**src/rtl/assert_macros.svh**
```systemverilog
// Shared assertion macros, clocked on clk and quiet during reset.
`ifndef ASSERT_MACROS_SVH
`define ASSERT_MACROS_SVH

// Hold expr at every clock edge.
`define ASSERT_ALWAYS(label, expr, msg) \
    label: assert property (@(posedge clk) disable iff (!rst_n) (expr)) else $error(msg);

// Hold cons in the cycle after ante.
`define ASSERT_NEXT(label, ante, cons, msg) \
    label: assert property (@(posedge clk) disable iff (!rst_n) (ante) |=> (cons)) \
        else $error(msg);

// Hold cons in the same cycle as ante.
`define ASSERT_IMPL(label, ante, cons, msg) \
    label: assert property (@(posedge clk) disable iff (!rst_n) (ante) |-> (cons)) \
        else $error(msg);

`endif

```
**src/rtl/jps_pkg.sv**
```systemverilog
`default_nettype none

package jps_pkg;

    localparam int SAMPLE_W   = 12;
    localparam int POS_W      = 8;
    localparam int Q_W        = 16;
    localparam int DZ_W       = 15;
    localparam int CFG_IDX_W  = 3;
    localparam int CFG_DATA_W = 16;
    localparam int NORM_FRAC  = 15;
    localparam int SPAN_FLOOR = 16;

    localparam logic [Q_W:0] NORM_ONE = 17'd32768;

    typedef enum logic [CFG_IDX_W-1:0] {
        REG_MAX_POSITION   = 3'd0,
        REG_START_POSITION = 3'd1,
        REG_INVERT_AXIS    = 3'd2,
        REG_DEADZONE       = 3'd3,
        REG_SMOOTHING_GAIN = 3'd4,
        REG_MAX_STEP       = 3'd5
    } cfg_index_t;

    localparam logic [POS_W-1:0] MAX_POSITION_RST   = 8'd26;
    localparam logic [POS_W-1:0] START_POSITION_RST = 8'd13;
    localparam logic             INVERT_AXIS_RST    = 1'b1;
    localparam logic [DZ_W-1:0]  DEADZONE_RST       = 15'd2621;
    localparam logic [Q_W-1:0]   SMOOTHING_GAIN_RST = 16'd5243;
    localparam logic [Q_W-1:0]   MAX_STEP_RST       = 16'd768;

    typedef enum logic [10:0] {
        ST_IDLE      = 11'b000_0000_0001,
        ST_CAL_DIV   = 11'b000_0000_0010,
        ST_CAL_SET   = 11'b000_0000_0100,
        ST_TICK_PREP = 11'b000_0000_1000,
        ST_TICK_DIV  = 11'b000_0001_0000,
        ST_TICK_NORM = 11'b000_0010_0000,
        ST_MUL_POS   = 11'b000_0100_0000,
        ST_TICK_DIFF = 11'b000_1000_0000,
        ST_MUL_STEP  = 11'b001_0000_0000,
        ST_TICK_UPD  = 11'b010_0000_0000,
        ST_FIN       = 11'b100_0000_0000
    } state_t;

endpackage

`default_nettype wire

```
**src/rtl/joystick_position_smoother_core.sv**
```systemverilog
// Joystick position smoother. The first CAL_COUNT samples calibrate the
// axis (min, max, sum, then center and span); every later sample is a tick
// that normalizes the deflection, applies deadzone and inversion, and,
// outside the deadzone, moves a Q8.8 target toward the matching screen
// position by a gain-scaled, step-limited amount. Each accepted sample
// yields exactly one result. The sample that ends calibration divides the
// sum by CAL_COUNT in the shared restoring divider, which runs one quotient
// bit per cycle over every bit of the sum, 8 bits wider than a sample. An
// active tick uses 15 divider steps for the normalized deflection plus the
// two passes of the shared multiplier. A saturated deflection skips the
// divider, and a deadzone tick skips the multiplier. A finished result sits
// in the output register while the next sample is accepted; a result that
// is done while an earlier one still waits there is held until the earlier
// one is taken. A new sample is accepted only when idle.
`default_nettype none
`include "assert_macros.svh"

module joystick_position_smoother_core
    import jps_pkg::*;
#(
    parameter int CAL_COUNT = 150,
    parameter int ADC_BITS  = 12
)
(
    input  wire logic                  clk,
    input  wire logic                  rst_n,
    input  wire logic                  in_valid,
    output logic                       in_ready,
    input  wire logic [SAMPLE_W-1:0]   sample,
    output logic                       out_valid,
    input  wire logic                  out_ready,
    output logic [POS_W-1:0]           position,
    output logic                       calibrating,
    output logic                       active,
    input  wire logic                  cfg_valid,
    output logic                       cfg_ready,
    input  wire logic [CFG_IDX_W-1:0]  cfg_index,
    input  wire logic [CFG_DATA_W-1:0] cfg_data
);

    localparam int SW   = (ADC_BITS < SAMPLE_W) ? ADC_BITS : SAMPLE_W;
    localparam int NW   = SW + 8;
    localparam int CNTW = $clog2(NW + 1);

    state_t state_reg, state_next;

    logic [POS_W-1:0] max_position_reg, start_position_reg;
    logic             invert_axis_reg;
    logic [DZ_W-1:0]  deadzone_reg;
    logic [Q_W-1:0]   smoothing_gain_reg, max_step_reg;

    logic [7:0]    cal_count_reg, cal_count_next;
    logic [SW-1:0] sample_min_reg, sample_min_next;
    logic [SW-1:0] sample_max_reg, sample_max_next;
    logic [NW-1:0] sample_sum_reg, sample_sum_next;
    logic [SW-1:0] center_reg, center_next;
    logic [SW-1:0] span_reg, span_next;
    logic [Q_W-1:0] target_reg, target_next;
    logic          out_valid_reg, out_valid_next;

    logic [SW-1:0]   sample_reg, sample_next;
    logic [SW-1:0]   rem_reg, rem_next;
    logic [NW-1:0]   numer_reg, numer_next;
    logic [CNTW-1:0] cnt_reg, cnt_next;
    logic            neg_reg, neg_next;
    logic            sat_reg, sat_next;
    logic            act_reg, act_next;
    logic            cal_item_reg, cal_item_next;
    logic [Q_W:0]    pos01_reg, pos01_next;
    logic [Q_W-1:0]  dmag_reg, dmag_next;
    logic            dneg_reg, dneg_next;
    logic [2*Q_W:0]  prod_reg, prod_next;
    logic [POS_W-1:0] position_reg, position_next;
    logic            calibrating_reg, calibrating_next;
    logic            active_reg, active_next;

    logic [SW-1:0]  s_in;
    logic [SW:0]    div_try;
    logic [SW-1:0]  divisor;
    logic           div_ge;
    logic [SW-1:0]  div_rem;
    logic [NW-1:0]  div_numer;
    logic [Q_W:0]   mul_a;
    logic [Q_W-1:0] mul_b;
    logic [2*Q_W:0] mul_prod;
    logic [Q_W-1:0] nmag;
    logic           neg_eff;
    logic [SW-1:0]  mag;
    logic [SW-1:0]  span_raw;
    logic [Q_W-1:0] desired;
    logic [Q_W-1:0] smag;
    logic [Q_W:0]   up_sum;
    logic [8:0]     rnd;
    logic [POS_W-1:0] rnd_pos;

    assign s_in      = sample[SW-1:0];
    assign in_ready  = (state_reg == ST_IDLE);
    assign cfg_ready = 1'b1;
    assign out_valid   = out_valid_reg;
    assign position    = position_reg;
    assign calibrating = calibrating_reg;
    assign active      = active_reg;

    // shared restoring divider step
    assign divisor   = (state_reg == ST_CAL_DIV) ? SW'(CAL_COUNT) : span_reg;
    assign div_try   = {rem_reg, numer_reg[NW-1]};
    assign div_ge    = (div_try >= {1'b0, divisor});
    assign div_rem   = div_ge ? SW'(div_try - {1'b0, divisor}) : div_try[SW-1:0];
    assign div_numer = {numer_reg[NW-2:0], div_ge};

    // shared multiplier
    always_comb
    begin
        if (state_reg == ST_MUL_POS)
        begin
            mul_a = pos01_reg;
            mul_b = {{(Q_W-POS_W){1'b0}}, max_position_reg};
        end
        else
        begin
            mul_a = {1'b0, dmag_reg};
            mul_b = smoothing_gain_reg;
        end
    end
    assign mul_prod = {{Q_W{1'b0}}, mul_a} * {{(Q_W+1){1'b0}}, mul_b};

    assign mag      = (sample_reg < center_reg) ? (center_reg - sample_reg)
                                                : (sample_reg - center_reg);
    assign nmag     = sat_reg ? NORM_ONE[Q_W-1:0]
                              : {{(Q_W-NORM_FRAC){1'b0}}, numer_reg[NORM_FRAC-1:0]};
    assign neg_eff  = (neg_reg ^ invert_axis_reg) && (nmag != '0);
    assign span_raw = (sample_max_reg > numer_reg[SW-1:0])
                    ? (sample_max_reg - numer_reg[SW-1:0])
                    : (numer_reg[SW-1:0] - sample_min_reg);
    assign desired  = prod_reg[Q_W+7:8];
    assign smag     = (prod_reg[2*Q_W-1:Q_W] > max_step_reg) ? max_step_reg
                                                            : prod_reg[2*Q_W-1:Q_W];
    assign up_sum   = {1'b0, target_reg} + {1'b0, smag};
    assign rnd      = 9'(({1'b0, target_reg} + 17'd128) >> 8);
    assign rnd_pos  = (rnd > {1'b0, max_position_reg}) ? max_position_reg : rnd[POS_W-1:0];

    always_comb
    begin
        state_next       = state_reg;
        cal_count_next   = cal_count_reg;
        sample_min_next  = sample_min_reg;
        sample_max_next  = sample_max_reg;
        sample_sum_next  = sample_sum_reg;
        center_next      = center_reg;
        span_next        = span_reg;
        target_next      = target_reg;
        out_valid_next   = out_valid_reg && !out_ready;
        sample_next      = sample_reg;
        rem_next         = rem_reg;
        numer_next       = numer_reg;
        cnt_next         = cnt_reg;
        neg_next         = neg_reg;
        sat_next         = sat_reg;
        act_next         = act_reg;
        cal_item_next    = cal_item_reg;
        pos01_next       = pos01_reg;
        dmag_next        = dmag_reg;
        dneg_next        = dneg_reg;
        prod_next        = prod_reg;
        position_next    = position_reg;
        calibrating_next = calibrating_reg;
        active_next      = active_reg;

        unique case (state_reg)
            ST_IDLE:
            begin
                if (in_valid)
                begin
                    sample_next = s_in;
                    act_next    = 1'b0;
                    if (cal_count_reg < 8'(CAL_COUNT))
                    begin
                        cal_item_next   = 1'b1;
                        sample_min_next = (s_in < sample_min_reg) ? s_in : sample_min_reg;
                        sample_max_next = (s_in > sample_max_reg) ? s_in : sample_max_reg;
                        sample_sum_next = sample_sum_reg + NW'(s_in);
                        cal_count_next  = cal_count_reg + 8'd1;
                        if (cal_count_reg == 8'(CAL_COUNT - 1))
                        begin
                            rem_next   = '0;
                            numer_next = sample_sum_next;
                            cnt_next   = CNTW'(NW);
                            state_next = ST_CAL_DIV;
                        end
                        else
                        begin
                            state_next = ST_FIN;
                        end
                    end
                    else
                    begin
                        cal_item_next = 1'b0;
                        state_next    = ST_TICK_PREP;
                    end
                end
            end
            ST_CAL_DIV:
            begin
                rem_next   = div_rem;
                numer_next = div_numer;
                cnt_next   = cnt_reg - CNTW'(1);
                if (cnt_reg == CNTW'(1))
                begin
                    state_next = ST_CAL_SET;
                end
            end
            ST_CAL_SET:
            begin
                center_next = numer_reg[SW-1:0];
                span_next   = (span_raw < SW'(SPAN_FLOOR)) ? SW'(SPAN_FLOOR) : span_raw;
                target_next = {start_position_reg, 8'd0};
                state_next  = ST_FIN;
            end
            ST_TICK_PREP:
            begin
                neg_next   = (sample_reg < center_reg);
                sat_next   = (mag >= span_reg);
                rem_next   = mag;
                numer_next = '0;
                cnt_next   = CNTW'(NORM_FRAC);
                state_next = (mag >= span_reg) ? ST_TICK_NORM : ST_TICK_DIV;
            end
            ST_TICK_DIV:
            begin
                rem_next   = div_rem;
                numer_next = div_numer;
                cnt_next   = cnt_reg - CNTW'(1);
                if (cnt_reg == CNTW'(1))
                begin
                    state_next = ST_TICK_NORM;
                end
            end
            ST_TICK_NORM:
            begin
                act_next   = (nmag > {1'b0, deadzone_reg});
                pos01_next = neg_eff ? (NORM_ONE - {1'b0, nmag}) : (NORM_ONE + {1'b0, nmag});
                state_next = (nmag > {1'b0, deadzone_reg}) ? ST_MUL_POS : ST_FIN;
            end
            ST_MUL_POS:
            begin
                prod_next  = mul_prod;
                state_next = ST_TICK_DIFF;
            end
            ST_TICK_DIFF:
            begin
                dneg_next  = (desired < target_reg);
                dmag_next  = (desired < target_reg) ? (target_reg - desired)
                                                    : (desired - target_reg);
                state_next = ST_MUL_STEP;
            end
            ST_MUL_STEP:
            begin
                prod_next  = mul_prod;
                state_next = ST_TICK_UPD;
            end
            ST_TICK_UPD:
            begin
                if (dneg_reg)
                begin
                    target_next = (smag > target_reg) ? '0 : (target_reg - smag);
                end
                else
                begin
                    target_next = up_sum[Q_W] ? {Q_W{1'b1}} : up_sum[Q_W-1:0];
                end
                state_next = ST_FIN;
            end
            ST_FIN:
            begin
                if (!out_valid_reg || out_ready)
                begin
                    position_next    = rnd_pos;
                    calibrating_next = cal_item_reg;
                    active_next      = act_reg;
                    out_valid_next   = 1'b1;
                    state_next       = ST_IDLE;
                end
            end
            default:
            begin
                state_next = ST_IDLE;
            end
        endcase
    end

    always_ff @(posedge clk or negedge rst_n)
    begin
        if (!rst_n)
        begin
            state_reg          <= ST_IDLE;
            max_position_reg   <= MAX_POSITION_RST;
            start_position_reg <= START_POSITION_RST;
            invert_axis_reg    <= INVERT_AXIS_RST;
            deadzone_reg       <= DEADZONE_RST;
            smoothing_gain_reg <= SMOOTHING_GAIN_RST;
            max_step_reg       <= MAX_STEP_RST;
            cal_count_reg      <= '0;
            sample_min_reg     <= '1;
            sample_max_reg     <= '0;
            sample_sum_reg     <= '0;
            center_reg         <= '0;
            span_reg           <= SW'(SPAN_FLOOR);
            target_reg         <= {START_POSITION_RST, 8'd0};
            out_valid_reg      <= 1'b0;
            cnt_reg            <= '0;
        end
        else
        begin
            state_reg      <= state_next;
            cal_count_reg  <= cal_count_next;
            sample_min_reg <= sample_min_next;
            sample_max_reg <= sample_max_next;
            sample_sum_reg <= sample_sum_next;
            center_reg     <= center_next;
            span_reg       <= span_next;
            target_reg     <= target_next;
            out_valid_reg  <= out_valid_next;
            cnt_reg        <= cnt_next;
            if (cfg_valid)
            begin
                unique case (cfg_index)
                    REG_MAX_POSITION:   max_position_reg   <= cfg_data[POS_W-1:0];
                    REG_START_POSITION: start_position_reg <= cfg_data[POS_W-1:0];
                    REG_INVERT_AXIS:    invert_axis_reg    <= cfg_data[0];
                    REG_DEADZONE:       deadzone_reg       <= cfg_data[DZ_W-1:0];
                    REG_SMOOTHING_GAIN: smoothing_gain_reg <= cfg_data;
                    REG_MAX_STEP:       max_step_reg       <= cfg_data;
                    default:            ;
                endcase
            end
        end
    end

    always_ff @(posedge clk)
    begin
        sample_reg      <= sample_next;
        rem_reg         <= rem_next;
        numer_reg       <= numer_next;
        neg_reg         <= neg_next;
        sat_reg         <= sat_next;
        act_reg         <= act_next;
        cal_item_reg    <= cal_item_next;
        pos01_reg       <= pos01_next;
        dmag_reg        <= dmag_next;
        dneg_reg        <= dneg_next;
        prod_reg        <= prod_next;
        position_reg    <= position_next;
        calibrating_reg <= calibrating_next;
        active_reg      <= active_next;
    end

    `ASSERT_NEXT(a_busy_after_request, in_valid && in_ready, !in_ready, "ready after request")
    `ASSERT_ALWAYS(a_span_floor, span_reg >= SW'(SPAN_FLOOR), "span below floor")
    `ASSERT_IMPL(a_cal_not_active, out_valid && calibrating, !active, "active on calibration")
    `ASSERT_IMPL(a_cal_set_count, state_reg == ST_CAL_SET, cal_count_reg == 8'(CAL_COUNT),
                 "calibration ended early")

endmodule

`default_nettype wire
```
**config.mk**
```make
export PLATFORM = sky130hd
export DESIGN_NAME = joystick_position_smoother_core
export DESIGN_NICKNAME = d
export VERILOG_FILES = /design/src/rtl/jps_pkg.sv /design/src/rtl/joystick_position_smoother_core.sv
export VERILOG_INCLUDE_DIRS = /design/src /design/src/rtl
export SDC_FILE = /design/constraint.sdc
export NUM_CORES = 1
export LEC_CHECK = 0
export BUFFER_PORTS_ARGS = -buffer_cell sky130_fd_sc_hd__buf_2
export CORE_MARGIN = 3
export CORE_UTILIZATION = 60
export CTS_BUF_LIST = sky130_fd_sc_hd__clkbuf_8
export DETAILED_ROUTE_END_ITERATION = 12
export PLACE_DENSITY = 0.89
export SLEW_MARGIN = 5
export SYNTH_ARGS = -nofsm -noshare
export SYNTH_HDL_FRONTEND = slang
export SYNTH_SLANG_ARGS = --single-unit
```
**constraint.sdc**
```tcl
create_clock -name clk -period 19.8 [get_ports clk]
set_clock_uncertainty 0.2 [all_clocks]
set_input_delay 0.99 -clock clk [delete_from_list [all_inputs] [get_ports clk]]
set_output_delay 0.99 -clock clk [all_outputs]
set_load 0.02 [all_outputs]
```
==> reports/metrics.cfg <==
[outcome]
outcome=finished, final reports clean

[routing]
routed_via_density=6.25
detailroute.via_count=24000
final_antenna_net_count=0
drc=0
drt_first_pass_iters=8
drt-total-wl_mm=81.4
initialDrtViolationCount=2397
detail_route.wl_per_cell_um=21.2

[die]
pin_count=49
dieArea_um2=51700
initial_utilization_pct=61.2
placementRows=80
die_span_x_um=227
fp.dieH_um=227
core_region_area_um2=48000

[synth]
synth.yosys.seq_area_share_pct=26.8
synth.ff_latch_count=289
synth-xor-area-share_pct=3.96
synth_top_family_by_area=adder cells
yosys_warnings=0
netlist-cell-type-count=94
post_synth_and_or_nand_nor_area_fraction_pct=14.9
synth_mux_area_share_pct=5.92
asyncSetResetFlopFracSynth_pct=59.9
synth_ff_type=sky130_fd_sc_hd__dfrtp_1
mappedNetlistArea_um2=29400
syn_avg_cell_area_um2=9.26
synthCells=3172
synth-adder-area-share_pct=28.0
edff_count_synth=116
synth_compound_gate_area_share_pct=13.1

[worst_hold_path]
worst_hold_startpoint=act_reg
timing.hold.worst.class=register to register
timing.hold.worst_path_depth=0
hold-path-endpoint=active

[timing]
timing.final.crit_period_ns=9.27
worst_pin_slew_ns=1.28
slew_violations=0
hold_viol=0
setup_tns_ns=0
timing.final.crit_share_pct=46.8
worst_slew_margin_rel_pct=14.3
setup-violations-final=0
fmax_mhz=108
worst_slack_ns=10.53
grt_setup_unrepaired=false

[power]
vdd.ir_drop.worst_v=0.000267
p_int_mw=2.96
power_consumption_mw=5.83
power_density_nw_per_um2=187
cellLeakagePower_nw=14.9
power.combinational.fraction_pct=72.9
switching_power_mw=2.87
seq_power_share_pct=17.2
power.switching_fraction_pct=49.3
relative_contribution_of_the_clock_network_to_total_power_pct=9.9

[clock_tree]
clk_latency_ns=0.66
postCtsResizedCells=0
cts-buffers-inserted=48
cts_root_buf=sky130_fd_sc_hd__clkbuf_8
cts-htree-levels=2
tritoncts=built
clk_pin_slew_worst_paths_ns=0.07
cts_post_setup_buffers_inserted=0
cts_num_sinks=289
postCtsHoldBufs=0
max-clock-path-buffers=3

[worst_setup_path]
critical_path.endpoint_type=register
cp_data_required_time_ns=19.99
critical_path.max_fanout=94
worstReg2RegStart=state_reg[10]
slowest_cell_on_the_critical_path=sky130_fd_sc_hd__a21oi_1
worst_r2r_path_cells=27
r2r_slack_ns=10.53
critical-path-top-delay-family=adder cells
reg2reg_to=prod_reg[31]
cp_slowest_stage_delay_ns=1.10
worstSetupPathType=register to register
cp.arrival_ns=9.47
critical_path.most_common_cell=sky130_fd_sc_hd__fa_1
critPathBufInv=5
cp-start-kind=register

[finish]
fin_area_um2=31200
stdcell_count=3836
design.final.nets=3745
share_of_layout_cells_above_drive_strength_1_pct=10.2
most-common-layout-cells=sky130_fd_sc_hd__inv_1, sky130_fd_sc_hd__nand2_1, sky130_fd_sc_hd__ha_1
final_common_cell=sky130_fd_sc_hd__inv_1
flow.area_growth_from_synthesis_pct=6.07
n_antenna_cell=0
final.fill_count=3606
largest_register_ffs=24

[grt]
global_route_wire_length_before_repair_mm=129
grt_use_total_pct=31.8
gr-total-overflow=0
grt_antenna_before_repair=1
number_of_global_route_vias_before_repair=23900
pin_count_of_the_biggest_net_entering_global_routing=101

[placed_design]
dpl-instance-area_um2=30100
post-place-ws_ns=10.76
dpl.cell_count=3746
gp_congestion=0.980
dp.final_hpwl_mm=62.0
buffer_ports.inserted=47

[run]
cap_viol_max_count=0

[worst max path at each step]
stage / startpoint / endpoint / cells after the start
3_5_place_dp: state_reg[10] / prod_reg[31] / 27
3_3_place_gp: state_reg[10] / prod_reg[31] / 27
5_1_grt: state_reg[10] / prod_reg[31] / 27
2_1_floorplan: state_reg[1] / prod_reg[31] / 28
4_1_cts: state_reg[10] / prod_reg[31] / 27
6_report: state_reg[10] / prod_reg[31] / 27
[layout make-up]
cell class / instances / area (um2) / share of cell area [%]
multi-input combinational: 2319 / 19400 / 62.3
sequential: 289 / 7860 / 25.2
inverter: 457 / 1720 / 5.50
clock buffer: 57 / 785 / 2.52
tap: 615 / 769 / 2.47
timing repair buffer: 66 / 384 / 1.23
clock inverter: 33 / 245 / 0.787
[routing by layer]
layer / up-vias / wire length [um] / GRT usage (%) / share of wire (%)
met3: 338 / 7250 / 5.53 / 8.9
met2: 1302 / 38400 / 53.5 / 47
met1: 11500 / 30700 / 39.9 / 38
met4: 2 / 5080 / 15.8 / 6.2
met5: - / 13 / 0 / 0.016
li1: 10800 / - / - / -
[cell usage after synthesis, drive strengths merged (41+ instances only)]
cell type  count  area (um2)
nor2         195         734
xnor2         90         788
nand3         47         235
inv          457        1720
o21ai        140         704
dfstp         41        1080
nor3          60         300
nor2b         51         319
dfrtp        132        3300
ha           312        3900
and3          79         494
xor2          43         377
nand2        323        1210
fa           216        4320
mux2i         59         591
a21o          69         518
a21oi        137         693
clkbuf        84         315
edfxtp       116        3480
mux2         102        1150
[power groups by stage]
| stage | clock [mW] | sequential, mW | combinational (mW) |
|---|---|---|---|
| 5_1_grt | 0.606 | 1.01 | 4.68 |
| 3_5_place_dp | 0 | 1.01 | 4.09 |
| 6_report | 0.575 | 1.00 | 4.25 |
| 3_3_place_gp | 0 | 1.00 | 3.90 |
| 2_1_floorplan | 0 | 0.979 | 3.10 |
| 4_1_cts | 0.579 | 0.997 | 4.18 |
[through the flow]
step                hold slack (ns)  utilization [%]
floorplan                     0.200                -
global placement              0.204             62.7
detailed placement            0.207             62.7
CTS                           0.219             64.9
global route                  0.242             64.9
finish                        0.218             64.9
[kinds of logic (layout without fill, tap and decap cells)]
kind of cell | count (synthesis) | in the layout
AND/OR/NAND/NOR | 906 | 906
AO/OA/AOI/OAI | 583 | 583
buffers and inverters | 570 | 613
adder cells (fa/ha/maj) | 528 | 528
flip-flops | 289 | 289
multiplexers | 161 | 161
XOR/XNOR | 133 | 133
other | 2 | 8
Note: power is estimated with default switching activity, not from simulation.
